## src/pidc_pkg.sv

```systemverilog
// shared constants for the clamped pid controller
package pidc_pkg;

    localparam int SAMPLE_WIDTH_DEF = 16;
    localparam int GAIN_W           = 24;
    localparam int CLAMP_W          = 16;
    localparam int TIME_W           = 32;
    localparam int INT_W            = 40;
    localparam int DEN_W            = TIME_W + 4;
    localparam int CFG_IDX_W        = 3;

    localparam logic [GAIN_W-1:0]  GAIN_P_RST  = 24'd98304;
    localparam logic [GAIN_W-1:0]  GAIN_I_RST  = 24'd3277;
    localparam logic [GAIN_W-1:0]  GAIN_D_RST  = 24'd6554;
    localparam logic [CLAMP_W-1:0] OUT_MIN_RST = 16'd0;
    localparam logic [CLAMP_W-1:0] OUT_MAX_RST = 16'd65470;

    localparam logic [CFG_IDX_W-1:0] CFG_GAIN_P  = 3'd0;
    localparam logic [CFG_IDX_W-1:0] CFG_GAIN_I  = 3'd1;
    localparam logic [CFG_IDX_W-1:0] CFG_GAIN_D  = 3'd2;
    localparam logic [CFG_IDX_W-1:0] CFG_OUT_MIN = 3'd3;
    localparam logic [CFG_IDX_W-1:0] CFG_OUT_MAX = 3'd4;

endpackage

```

## src/pid_controller_clamped_top.sv

```systemverilog
// pid controller top: sequencer, state, output clamp
// One sample is taken at a time; the sequencer uses one shared shift-add multiplier,
// which forms the proportional product, the integral product and its scaling by
// elapsed time, and the derivative product in turn, followed by a bit-serial
// restoring divide for the derivative; the divide is skipped when the elapsed time
// is zero. A new sample may be accepted while the previous result waits on the
// output.
module pid_controller_clamped_top #(
    parameter int SAMPLE_WIDTH = pidc_pkg::SAMPLE_WIDTH_DEF
) (
    input  logic                               clk,
    input  logic                               rst_n,
    input  logic                               s_tvalid,
    output logic                               s_tready,
    // setpoint, measurement, timestamp_ms, zero pad
    input  logic [((2*SAMPLE_WIDTH+32+7)/8)*8-1:0] s_tdata,
    output logic                               m_tvalid,
    input  logic                               m_tready,
    // drive
    output logic [15:0]                        m_tdata,
    // zero_interval, integral_saturated
    output logic [1:0]                         m_tuser,
    input  logic                               cfg_valid,
    output logic                               cfg_ready,
    input  logic [pidc_pkg::CFG_IDX_W-1:0]     cfg_index,
    input  logic [pidc_pkg::GAIN_W-1:0]        cfg_data
);
    import pidc_pkg::*;

    localparam int SW  = SAMPLE_WIDTH;
    localparam int EW  = SW + 1;
    localparam int DFW = SW + 2;
    localparam int PMW = GAIN_W + EW;
    localparam int AW  = GAIN_W + EW;
    localparam int BW  = (SW + 2 > TIME_W) ? SW + 2 : TIME_W;
    localparam int NW  = GAIN_W + DFW;
    localparam int PW  = AW + BW;
    localparam int INCW = 59;
    localparam int IW  = INCW + 2;
    localparam int TW  = ((SW + 27 > INT_W) ? SW + 27 : INT_W) + 2;

    localparam logic [3:0] ST_IDLE = 4'd0;
    localparam logic [3:0] ST_DIF  = 4'd1;
    localparam logic [3:0] ST_MP   = 4'd2;
    localparam logic [3:0] ST_MI   = 4'd3;
    localparam logic [3:0] ST_MT   = 4'd4;
    localparam logic [3:0] ST_MD   = 4'd5;
    localparam logic [3:0] ST_DV   = 4'd6;
    localparam logic [3:0] ST_IS   = 4'd7;
    localparam logic [3:0] ST_SUM  = 4'd8;
    localparam logic [3:0] ST_OUT  = 4'd9;

    logic [3:0] state_reg, state_next;

    logic [GAIN_W-1:0]  gain_p_reg, gain_i_reg, gain_d_reg;
    logic [CLAMP_W-1:0] out_min_reg, out_max_reg;

    logic signed [INT_W-1:0] integ_reg;
    logic signed [EW-1:0]    prev_err_reg;
    logic [TIME_W-1:0]       prev_time_reg;

    logic signed [EW-1:0]  err_reg;
    logic [TIME_W-1:0]     dt_reg;
    logic [EW-1:0]         emag_reg;
    logic                  eneg_reg;
    logic [DFW-1:0]        dmag_reg;
    logic                  dneg_reg;
    logic signed [PMW:0]   p_term_reg;
    logic [INCW-1:0]       inc_reg;
    logic                  big_reg;
    logic signed [NW:0]    d_term_reg;
    logic signed [INT_W-1:0] isum_reg;
    logic                  isat_reg;
    logic signed [TW-1:0]  total_reg;

    logic                  out_valid_reg;
    logic [15:0]           out_drive_reg;
    logic [1:0]            out_flags_reg;

    logic                  accept;
    logic                  mul_start, mul_done;
    logic [AW-1:0]         mul_a;
    logic [BW-1:0]         mul_b;
    logic [PW-1:0]         mul_prod;
    logic                  div_start, div_done;
    logic [NW-1:0]         div_quot;

    logic signed [EW-1:0]  sp_x, ms_x, err_in;
    logic signed [DFW-1:0] diff;
    logic [PMW:0]          p_full;
    logic [NW:0]           d_full;
    logic signed [IW-1:0]  isum_wide;
    logic [IW-1:0]         inc_s;
    logic                  pd_over;
    logic signed [TW-1:0]  clamp_hi, clamp_lo, after_max;

    assign accept    = s_tvalid && s_tready;
    assign s_tready  = (state_reg == ST_IDLE);
    assign cfg_ready = 1'b1;

    assign sp_x   = EW'($signed(s_tdata[SW-1:0]));
    assign ms_x   = EW'($signed(s_tdata[2*SW-1:SW]));
    assign err_in = sp_x - ms_x;
    assign diff   = DFW'(err_reg) - DFW'(prev_err_reg);

    // product of integral term and elapsed time above 2^62 saturates
    assign pd_over = (mul_prod[PW-1:62] != '0)
        && !((mul_prod[PW-1:62] == (PW-62)'(1)) && (mul_prod[61:0] == '0));

    always_comb
    begin
        state_next = state_reg;
        mul_start  = 1'b0;
        div_start  = 1'b0;
        mul_a      = AW'(gain_p_reg);
        mul_b      = BW'(emag_reg);
        case (state_reg)
            ST_IDLE:
            begin
                if (accept)
                begin
                    state_next = ST_DIF;
                end
            end
            ST_DIF:
            begin
                state_next = ST_MP;
                mul_start  = 1'b1;
            end
            ST_MP:
            begin
                if (mul_done)
                begin
                    state_next = ST_MI;
                    mul_start  = 1'b1;
                    mul_a      = AW'(gain_i_reg);
                end
            end
            ST_MI:
            begin
                if (mul_done)
                begin
                    state_next = ST_MT;
                    mul_start  = 1'b1;
                    mul_a      = mul_prod[AW-1:0];
                    mul_b      = BW'(dt_reg);
                end
            end
            ST_MT:
            begin
                if (mul_done)
                begin
                    state_next = ST_MD;
                    mul_start  = 1'b1;
                    mul_a      = AW'(gain_d_reg);
                    mul_b      = BW'(dmag_reg);
                end
            end
            ST_MD:
            begin
                if (mul_done)
                begin
                    if (dt_reg == '0)
                    begin
                        state_next = ST_IS;
                    end
                    else
                    begin
                        state_next = ST_DV;
                        div_start  = 1'b1;
                    end
                end
            end
            ST_DV:
            begin
                if (div_done)
                begin
                    state_next = ST_IS;
                end
            end
            ST_IS:
            begin
                state_next = ST_SUM;
            end
            ST_SUM:
            begin
                state_next = ST_OUT;
            end
            ST_OUT:
            begin
                if (!out_valid_reg || m_tready)
                begin
                    state_next = ST_IDLE;
                end
            end
            default:
            begin
                state_next = ST_IDLE;
            end
        endcase
    end

    always_comb
    begin
        p_full    = eneg_reg ? -{1'b0, mul_prod[PMW-1:0]} : {1'b0, mul_prod[PMW-1:0]};
        d_full    = dneg_reg ? -{1'b0, div_quot} : {1'b0, div_quot};
        inc_s     = IW'(inc_reg);
        isum_wide = IW'(integ_reg) + (eneg_reg ? -$signed(inc_s) : $signed(inc_s));
        clamp_hi  = $signed(TW'(out_max_reg));
        clamp_lo  = $signed(TW'(out_min_reg));
        after_max = (total_reg > clamp_hi) ? clamp_hi : total_reg;
    end

    pidc_mul #(
        .AW (AW),
        .BW (BW)
    ) u_mul (
        .clk   (clk),
        .rst_n (rst_n),
        .start (mul_start),
        .a     (mul_a),
        .b     (mul_b),
        .done  (mul_done),
        .prod  (mul_prod)
    );

    pidc_div #(
        .NW (NW)
    ) u_div (
        .clk   (clk),
        .rst_n (rst_n),
        .start (div_start),
        .num   (mul_prod[NW-1:0]),
        .den   ({dt_reg, 4'b0000}),
        .done  (div_done),
        .quot  (div_quot)
    );

    always_ff @(posedge clk or negedge rst_n)
    begin
        if (!rst_n)
        begin
            state_reg     <= ST_IDLE;
            gain_p_reg    <= GAIN_P_RST;
            gain_i_reg    <= GAIN_I_RST;
            gain_d_reg    <= GAIN_D_RST;
            out_min_reg   <= OUT_MIN_RST;
            out_max_reg   <= OUT_MAX_RST;
            integ_reg     <= '0;
            prev_err_reg  <= '0;
            prev_time_reg <= '0;
            out_valid_reg <= 1'b0;
        end
        else
        begin
            state_reg <= state_next;
            if (cfg_valid)
            begin
                case (cfg_index)
                    CFG_GAIN_P:  gain_p_reg  <= cfg_data;
                    CFG_GAIN_I:  gain_i_reg  <= cfg_data;
                    CFG_GAIN_D:  gain_d_reg  <= cfg_data;
                    CFG_OUT_MIN: out_min_reg <= cfg_data[CLAMP_W-1:0];
                    CFG_OUT_MAX: out_max_reg <= cfg_data[CLAMP_W-1:0];
                    default:     ;
                endcase
            end
            if (accept)
            begin
                prev_time_reg <= s_tdata[2*SW+TIME_W-1:2*SW];
            end
            if (state_reg == ST_DIF)
            begin
                prev_err_reg <= err_reg;
            end
            if (state_reg == ST_SUM)
            begin
                integ_reg <= isum_reg;
            end
            if ((state_reg == ST_OUT) && (!out_valid_reg || m_tready))
            begin
                out_valid_reg <= 1'b1;
            end
            else if (m_tvalid && m_tready)
            begin
                out_valid_reg <= 1'b0;
            end
        end
    end

    always_ff @(posedge clk)
    begin
        if (accept)
        begin
            err_reg  <= err_in;
            dt_reg   <= s_tdata[2*SW+TIME_W-1:2*SW] - prev_time_reg;
            eneg_reg <= err_in[EW-1];
            emag_reg <= err_in[EW-1] ? EW'(-err_in) : EW'(err_in);
        end
        if (state_reg == ST_DIF)
        begin
            dneg_reg <= diff[DFW-1];
            dmag_reg <= diff[DFW-1] ? DFW'(-diff) : DFW'(diff);
        end
        if ((state_reg == ST_MP) && mul_done)
        begin
            p_term_reg <= $signed(p_full) >>> 4;
        end
        if ((state_reg == ST_MT) && mul_done)
        begin
            big_reg <= pd_over;
            inc_reg <= mul_prod[62:4];
        end
        if ((state_reg == ST_MD) && mul_done)
        begin
            d_term_reg <= '0;
        end
        if ((state_reg == ST_DV) && div_done)
        begin
            d_term_reg <= $signed(d_full);
        end
        if (state_reg == ST_IS)
        begin
            if (big_reg)
            begin
                isat_reg <= 1'b1;
                isum_reg <= eneg_reg ? {1'b1, {(INT_W-1){1'b0}}} : {1'b0, {(INT_W-1){1'b1}}};
            end
            else if (isum_wide > $signed(IW'({1'b0, {(INT_W-1){1'b1}}})))
            begin
                isat_reg <= 1'b1;
                isum_reg <= {1'b0, {(INT_W-1){1'b1}}};
            end
            else if (isum_wide < -$signed(IW'({1'b1, {(INT_W-1){1'b0}}})))
            begin
                isat_reg <= 1'b1;
                isum_reg <= {1'b1, {(INT_W-1){1'b0}}};
            end
            else
            begin
                isat_reg <= 1'b0;
                isum_reg <= isum_wide[INT_W-1:0];
            end
        end
        if (state_reg == ST_SUM)
        begin
            total_reg <= TW'(p_term_reg) + TW'(isum_reg) + TW'(d_term_reg);
        end
        if ((state_reg == ST_OUT) && (!out_valid_reg || m_tready))
        begin
            out_drive_reg <= (after_max < clamp_lo) ? out_min_reg : after_max[15:0];
            out_flags_reg <= {isat_reg, (dt_reg == '0)};
        end
    end

    assign m_tvalid = out_valid_reg;
    assign m_tdata  = out_drive_reg;
    assign m_tuser  = out_flags_reg;

    a_mul_done_state: assert property (@(posedge clk) disable iff (!rst_n)
        mul_done |-> (state_reg == ST_MP || state_reg == ST_MI
                      || state_reg == ST_MT || state_reg == ST_MD))
        else $error("multiplier finished outside a multiply step");

    a_div_done_state: assert property (@(posedge clk) disable iff (!rst_n)
        div_done |-> (state_reg == ST_DV))
        else $error("divider finished outside the divide step");

    a_accept_starts: assert property (@(posedge clk) disable iff (!rst_n)
        accept |=> (state_reg == ST_DIF))
        else $error("accepted sample did not start the sequence");

    a_no_div_zero: assert property (@(posedge clk) disable iff (!rst_n)
        div_start |-> (dt_reg != '0))
        else $error("divide started with zero interval");

endmodule

```

## src/pidc_mul.sv

```systemverilog
// shift-add serial multiplier, one multiplier bit per cycle
module pidc_mul #(
    parameter int AW = 57,
    parameter int BW = 32
) (
    input  logic             clk,
    input  logic             rst_n,
    input  logic             start,
    input  logic [AW-1:0]    a,
    input  logic [BW-1:0]    b,
    output logic             done,
    output logic [AW+BW-1:0] prod
);
    localparam int CW = $clog2(BW + 1);

    logic [AW-1:0]    a_reg;
    logic [AW+BW-1:0] acc_reg, acc_next;
    logic [CW-1:0]    cnt_reg, cnt_next;
    logic             done_reg, done_next;
    logic [AW:0]      sum;

    always_comb
    begin
        sum       = {1'b0, acc_reg[AW+BW-1:BW]} + (acc_reg[0] ? {1'b0, a_reg} : {(AW+1){1'b0}});
        acc_next  = acc_reg;
        cnt_next  = cnt_reg;
        done_next = 1'b0;
        if (start)
        begin
            acc_next = {{AW{1'b0}}, b};
            cnt_next = CW'(BW);
        end
        else if (cnt_reg != '0)
        begin
            acc_next  = {sum, acc_reg[BW-1:1]};
            cnt_next  = cnt_reg - 1'b1;
            done_next = (cnt_reg == CW'(1));
        end
    end

    always_ff @(posedge clk or negedge rst_n)
    begin
        if (!rst_n)
        begin
            cnt_reg  <= '0;
            done_reg <= 1'b0;
        end
        else
        begin
            cnt_reg  <= cnt_next;
            done_reg <= done_next;
        end
    end

    always_ff @(posedge clk)
    begin
        acc_reg <= acc_next;
        if (start)
        begin
            a_reg <= a;
        end
    end

    assign done = done_reg;
    assign prod = acc_reg;

endmodule

```

## src/pidc_div.sv

```systemverilog
// restoring divider, one quotient bit per cycle
module pidc_div #(
    parameter int NW = 42
) (
    input  logic                     clk,
    input  logic                     rst_n,
    input  logic                     start,
    input  logic [NW-1:0]            num,
    input  logic [pidc_pkg::DEN_W-1:0] den,
    output logic                     done,
    output logic [NW-1:0]            quot
);
    import pidc_pkg::*;

    localparam int CW = $clog2(NW + 1);

    logic [DEN_W-1:0] den_reg;
    logic [DEN_W-1:0] rem_reg, rem_next;
    logic [NW-1:0]    q_reg, q_next;
    logic [CW-1:0]    cnt_reg, cnt_next;
    logic             done_reg, done_next;
    logic [DEN_W:0]   trial;
    logic [DEN_W:0]   diff;
    logic             ge;

    always_comb
    begin
        trial     = {rem_reg, q_reg[NW-1]};
        diff      = trial - {1'b0, den_reg};
        ge        = (trial >= {1'b0, den_reg});
        rem_next  = rem_reg;
        q_next    = q_reg;
        cnt_next  = cnt_reg;
        done_next = 1'b0;
        if (start)
        begin
            rem_next = '0;
            q_next   = num;
            cnt_next = CW'(NW);
        end
        else if (cnt_reg != '0)
        begin
            rem_next  = ge ? diff[DEN_W-1:0] : trial[DEN_W-1:0];
            q_next    = {q_reg[NW-2:0], ge};
            cnt_next  = cnt_reg - 1'b1;
            done_next = (cnt_reg == CW'(1));
        end
    end

    always_ff @(posedge clk or negedge rst_n)
    begin
        if (!rst_n)
        begin
            cnt_reg  <= '0;
            done_reg <= 1'b0;
        end
        else
        begin
            cnt_reg  <= cnt_next;
            done_reg <= done_next;
        end
    end

    always_ff @(posedge clk)
    begin
        rem_reg <= rem_next;
        q_reg   <= q_next;
        if (start)
        begin
            den_reg <= den;
        end
    end

    assign done = done_reg;
    assign quot = q_reg;

endmodule
```

## config.mk

```make
export PLATFORM = sky130hd
export DESIGN_NAME = pid_controller_clamped_top
export DESIGN_NICKNAME = d
export VERILOG_FILES = /design/src/pidc_pkg.sv /design/src/pid_controller_clamped_top.sv /design/src/pidc_mul.sv /design/src/pidc_div.sv
export SDC_FILE = /design/constraint.sdc
export NUM_CORES = 2
export LEC_CHECK = 0
export BUFFER_PORTS_ARGS = -buffer_cell sky130_fd_sc_hd__buf_2
export CAP_MARGIN = 20
export CELL_PAD_IN_SITES_DETAIL_PLACEMENT = 0
export CELL_PAD_IN_SITES_GLOBAL_PLACEMENT = 1
export CORE_MARGIN = 2
export CORE_UTILIZATION = 40
export CTS_BUF_LIST = sky130_fd_sc_hd__clkbuf_2 sky130_fd_sc_hd__clkbuf_4 sky130_fd_sc_hd__clkbuf_8
export CTS_CLUSTER_SIZE = 20
export DETAILED_ROUTE_END_ITERATION = 7
export HOLD_SLACK_MARGIN = 0.15
export PLACE_DENSITY_LB_ADDON = 0.3
export SETUP_SLACK_MARGIN = 0.5
export SLEW_MARGIN = 10
export SYNTH_ARGS = -nofsm -noshare
export SYNTH_HDL_FRONTEND = slang
export SYNTH_HIERARCHICAL = 1
export SYNTH_SLANG_ARGS = --single-unit
```

## constraint.sdc

```tcl
create_clock -name clk -period 8.3 [get_ports clk]
set_input_delay 1.66 -clock clk [delete_from_list [all_inputs] [get_ports clk]]
set_output_delay 1.66 -clock clk [all_outputs]
set_load 0.02 [all_outputs]
```

======== Yosys cells after proc, flatten, opt, wreduce, memory -nomap -nowiden ========
Cells that the tools add are included.
cells by class
  order comparisons ....................... 5
  reductions and logical operators ........ 31
  muxes and demuxes ....................... 51
  add/subtract/negate cells ............... 15
  equality and inequality tests ........... 23
operators by type and width
  operator                count
  $mux W40                4
  $mux W43                3
  $mux W42                3
  $pmux W41 S3            1
  $mux W32                3
  $mux W41                2
  $pmux W32 S2            1
  $logic_not A62 Y1       1
  $add A40 B61 Y61        1
  $gt A61 B40 Y1 const B  1
  $lt A61 B40 Y1 const B  1
  $mux W61                1
  $neg A59 Y61            1
  $mux W24                2
  $gt A45 B17 Y1          1
  $lt A45 B17 Y1          1
  $mux W45                1
  $add A41 B43 Y44        1
  $neg A42 Y43            1
  $add A41 B41 Y42        1
  $neg A41 Y42            1
  $add A38 B40 Y41        1
  $pmux W4 S10            1
  $ge A37 B36 Y1          1
  38 further kinds        90
storage, ports and cells
  output and inout bits ................... 21
  word-level logic and storage cells ...... 162
  bits of input ports ..................... 96
  flip-flop bits (word level) ............. 767

======== Logic depth before layout (Yosys ltp) ========
  depth after elaboration ................. 7
  mapped depth ............................ 27

======== Cells and area by module ========
The synthesis kept the hierarchy.
by module, submodules not included
  module                      cells each  area an instance (um^2)  times used  sequential area each (um^2)
  pid_controller_clamped_top  3250        33689.8                  1           14841.7
  pidc_mul                    688         6885.4                   1           3188.1
  pidc_div                    644         6786.5                   1           3238.1

======== Worst setup path after synthesis ========
Ideal clock, no wire load.
  kind .................................... register to register
  from .................................... reg state_reg[1]
  to ...................................... reg u_div.q_reg[0], in the netlist u_div/quot[0] (enable)
  cell stages (with the launch flop) ...... 10
  required time ........................... 7904 ps
  library setup time ...................... 396 ps
  path slack .............................. 1288 ps
  data arrival time ....................... 6616 ps
  cell sequence ........................... dfrtp_1 -> clkbuf_1 -> nand2b_1 -> nor4b_1 -> clkbuf_1 -> nor2b_1 -> and2_1 -> clkbuf_1 -> clkbuf_1 -> inv_1
on the way
  cells in the longest elaborated chain, start to end .. 3
ends and longest elaborated chain
  element                       line                               text
  start, declared               pid_controller_clamped_top.sv:53   logic [3:0] state_reg, state_next;
  start signal, assigned        pid_controller_clamped_top.sv:256  state_reg <= state_next;
  $eq A4 B3 Y1                  pid_controller_clamped_top.sv:117  case (state_reg)
  $mux W1                       pid_controller_clamped_top.sv:117
  via div_start                 pid_controller_clamped_top.sv:85   logic div_start, div_done;
  $reduce_bool A2 Y1 (no line)  --
  end signal, assigned          pidc_div.sv:67                     q_reg <= q_next;
  end, declared                 pidc_div.sv:19                     logic [NW-1:0] q_reg, q_next;
The timed path passes the listed nets, and every way through them passes these cells.
A chain may end at the register's enable or synchronous reset.

======== Worst setup path in the final report ========
  from .................................... reg inc_reg[12]
  to ...................................... reg isum_reg[14] (data pin)
on the way
  cells in the longest elaborated chain, start to end .. 7
ends and longest elaborated chain
  element                 line                               text
  start, declared         pid_controller_clamped_top.sv:69   logic [INCW-1:0] inc_reg;
  start signal, assigned  pid_controller_clamped_top.sv:312  inc_reg <= mul_prod[62:4];
  $neg A59 Y61            pid_controller_clamped_top.sv:208  isum_wide = IW'(integ_reg) + (eneg_reg ? -$signed(inc_s) : $signed(inc_s));
  $mux W61 (*)            pid_controller_clamped_top.sv:208
  $add A40 B61 Y61 (*)    pid_controller_clamped_top.sv:208
  $lt A61 B40 Y1          pid_controller_clamped_top.sv:334  else if (isum_wide < -$signed(IW'({1'b1, {(INT_W-1){1'b0}}})))
  $mux W40                pid_controller_clamped_top.sv:334
  $mux W40 (*)            pid_controller_clamped_top.sv:329  else if (isum_wide > $signed(IW'({1'b0, {(INT_W-1){1'b1}}})))
  $mux W40 (*)            pid_controller_clamped_top.sv:324  if (big_reg)
  end signal, assigned    pid_controller_clamped_top.sv:327  isum_reg <= eneg_reg ? {1'b1, {(INT_W-1){1'b0}}} : {1'b0, {(INT_W-1){1'b1}}};
  end signal, assigned    pid_controller_clamped_top.sv:332  isum_reg <= {1'b0, {(INT_W-1){1'b1}}};
  end signal, assigned    pid_controller_clamped_top.sv:337  isum_reg <= {1'b1, {(INT_W-1){1'b0}}};
  end, declared           pid_controller_clamped_top.sv:72   logic signed [INT_W-1:0] isum_reg;
Every way passes the cells marked *; elsewhere a longest branch is shown, timed or not.

==> reports/results.tsv <==
stage	metric	value	unit
run_status	status	finished with violations	
cells_and_area	finalNonFillerCells	6387	
worst_setup_path	criticalPathCategory	flip-flop to flip-flop	
grt	grt_max_degree	74	
worst_setup_path	worstPathArrival	8.06	ns
clock_network	cts_buffer_depth	3	
grt	overflow	0	
placement	dp.cells	6119	
cells_and_area	final_common_cell	edfxtp_1	
timing	fin_crit	7.50	ns
cells_and_area	areaGrowthSynthToFinish	11.6	%
cells_and_area	largest_register_ffs	73	
worst_setup_path	worstSetupStartpointType	flip-flop	
route	drt_iter0_drc	2512	
pwr	finalPower	17.7	mW
route	wl_per_cell	20.7	microns
synth	synth-seq-area-share	44.9	%
route	ant_nets	0	
min_path	hold_path.class	flip-flop to flip-flop	
flow_run	cap_violations	0	
route	dr.pass1.iters	8	
timing	relSlewSlack	20.3	%
worst_setup_path	reg2regPathDepth	21	
pwr	ir_worst_vdd	0.000178	V
synth	synth-edff-count	479	
cells_and_area	final_area	0.0529	sq mm
timing	post-route-period-util	90.4	%
grt	grt_pass1_wl	204000	microns
timing	fin_hold_ws	0.439	ns
run_status	violations	DRC	
route	vias	35200	
worst_setup_path	crit_path_max_fanout	19	
synth	synthArstFlopShare	27.6	%
grt	first_global_vias	34400	
timing	worstMarginPinSlew	1.18	ns
worst_setup_path	timing.rr.start	inc_reg[12]	
pwr	cellPowerDensity	334	mW/mm^2
timing	final.setup.tns	0	ns
worst_setup_path	crit_end	isum_reg[14]	
worst_setup_path	r2r-end	isum_reg[14]	
timing	setup_viol	0	
die	rows	126	
timing	clock_skew	0.0502	ns
grt	antenna_found_initial	13	
pwr	p_leak	21.3	nW
cells_and_area	drive_gt1_share	16.0	%
placement	numPortBuffers	115	
timing	rsz0062_at_grt	no	
cells_and_area	final_cell_mix	479 x edfxtp_1, 438 x nand2_1, 312 x o21ai_0	
route	routed_wl	132000	microns
clock_network	cts_sinks	768	
die	core-area	0.118	sq mm
synth	synth_warnings	6	
clock_network	ctsHoldBuffers	0	
clock_network	htree_levels	4	
synth	ys_ff_latch	768	
timing	hold_viol_final	0	
synth	synthDistinctLibCells	99	
route	drc	2	
clock_network	cts_tree	yes	
die	die_x	348	microns
placement	hpwlAfterDp	98600	microns
synth	synth_ff_type	edfxtp_1	
synth	syn_area_per_cell	10.3	sq um
die	dieHeight	348	microns
worst_setup_path	r2r_slack	0.80	ns
clock_network	cts_buffers	141	
clock_network	clk_pin_slew_worst_paths	0.06	ns
timing	fmax	133	MHz
synth	syn_inst	4582	
die	die-area	0.121	sq mm
die	io_pins	117	
clock_network	cts_root_buf	clkbuf_8	
cells_and_area	nNetsFinal	5159	
worst_setup_path	endpoint_kind	flip-flop	
placement	gp_congestion	0.905	
worst_setup_path	crit_required	8.86	ns
route	viasPerCell	5.52	
timing	slew_violations	0	
clock_network	clk_latency	0.84	ns
die	start_util	40.2	%
worst_setup_path	setup.worst_path.start	inc_reg[12]	
synth	synth_area	0.0474	sq mm
placement	dpl_cell_area	0.0498	sq mm
grt	grt_use_total	21.6	%
## critical path, stage by stage (launching register included)
cell	delay [ns]
edfxtp_1	0.44
or4_4	0.56
or4_1	0.48
or4_4	0.55
or4_1	0.56
or4_1	0.62
buf_4	0.21
o41ai_1	0.37
xnor2_1	0.13
ha_1	0.43
nand2_1	0.11
nor2_2	0.21
or4b_2	0.66
and3_1	0.21
nor4_1	0.19
nor4bb_1	0.31
nand4_1	0.13
buf_4	0.18
o41ai_4	0.30
buf_4	0.22
buf_6	0.24
o31ai_1	0.11
## logic make-up (layout without fill, tap and decap cells)
group	count (synthesis)	count (layout)	synth area share, %
compound gates	1148	1148	15.8
xor+xnor	367	367	6.80
fa+ha+maj	333	333	9.59
buf+inv	439	702	3.62
flops	768	768	44.9
mux	257	257	6.02
other cells	2	8	0.0159
simple gates	1268	1268	13.3
## metrics by stage
stage,setup slack [ns],util (%)
global placement,0.666,42.3
floorplan,1.29,-
finish,0.800,44.9
CTS,0.575,44.8
detailed placement,0.616,42.3
global route,0.499,44.9
## routing by layer
layer	share of wire, %	vias to the layer above	global-route usage, %
li1	-	17200	-
met5	0.052	-	0
met3	4.9	174	3.49
met4	2.2	12	6.25
met2	46	829	34.2
met1	47	17100	30.4
## power by group
group          internal, mW  switching (mW)
logic                  3.19            4.49
clock network          2.08            1.68
registers              5.38           0.857
total                  10.6            7.03
## final cells by class
cell class / count / area, sq um
Inverter: 255 / 960
Clock inverter: 49 / 328
Fill cell: 11200 / 64900
Multi-Input combinational cell: 3378 / 24600
Timing Repair Buffer: 186 / 1150
Clock buffer: 212 / 2610
Sequential cell: 768 / 21300
Tap cell: 1536 / 1920
Antenna cell: 3 / 7.51
## synth_stat cells, drive strengths merged, types with 45 or more instances
cell    count  area [sq um]
xor2      119          1050
nor2      235           882
dfrtp     182          4550
ha        283          3540
a21oi     259          1300
edfxtp    479         14400
clkbuf    159           597
mux2      221          2490
nand3      70           355
nor4       47           294
o21ai     329          1650
o31ai      96           734
xnor2     248          2170
o21a       45           338
fa         50          1000
nand4      67           419
and2       93           582
a21o      119           893
nand2     439          1650
nor3       79           400
dfxtp      77          1540
inv       255           957
## worst min-delay path by stage
stage	to	depth (start not counted)	from	slack (ns)
2_1_floorplan	m_tuser[1]	0	isat_reg	0.40
3_3_place_gp	m_tuser[1]	0	isat_reg	0.42
3_5_place_dp	m_tuser[1]	0	isat_reg	0.42
4_1_cts	m_tuser[1]	0	isat_reg	0.44
5_1_grt	m_tuser[1]	0	isat_reg	0.45
6_report	m_tuser[1]	0	isat_reg	0.44
## what timing repair did
item | 4_1_cts | 5_1_grt
setup buffers | 0 | 3
resized for setup | 0 | 17
setup endpoints to repair | 0 | 40
Power figures use the tool's default switching activity.
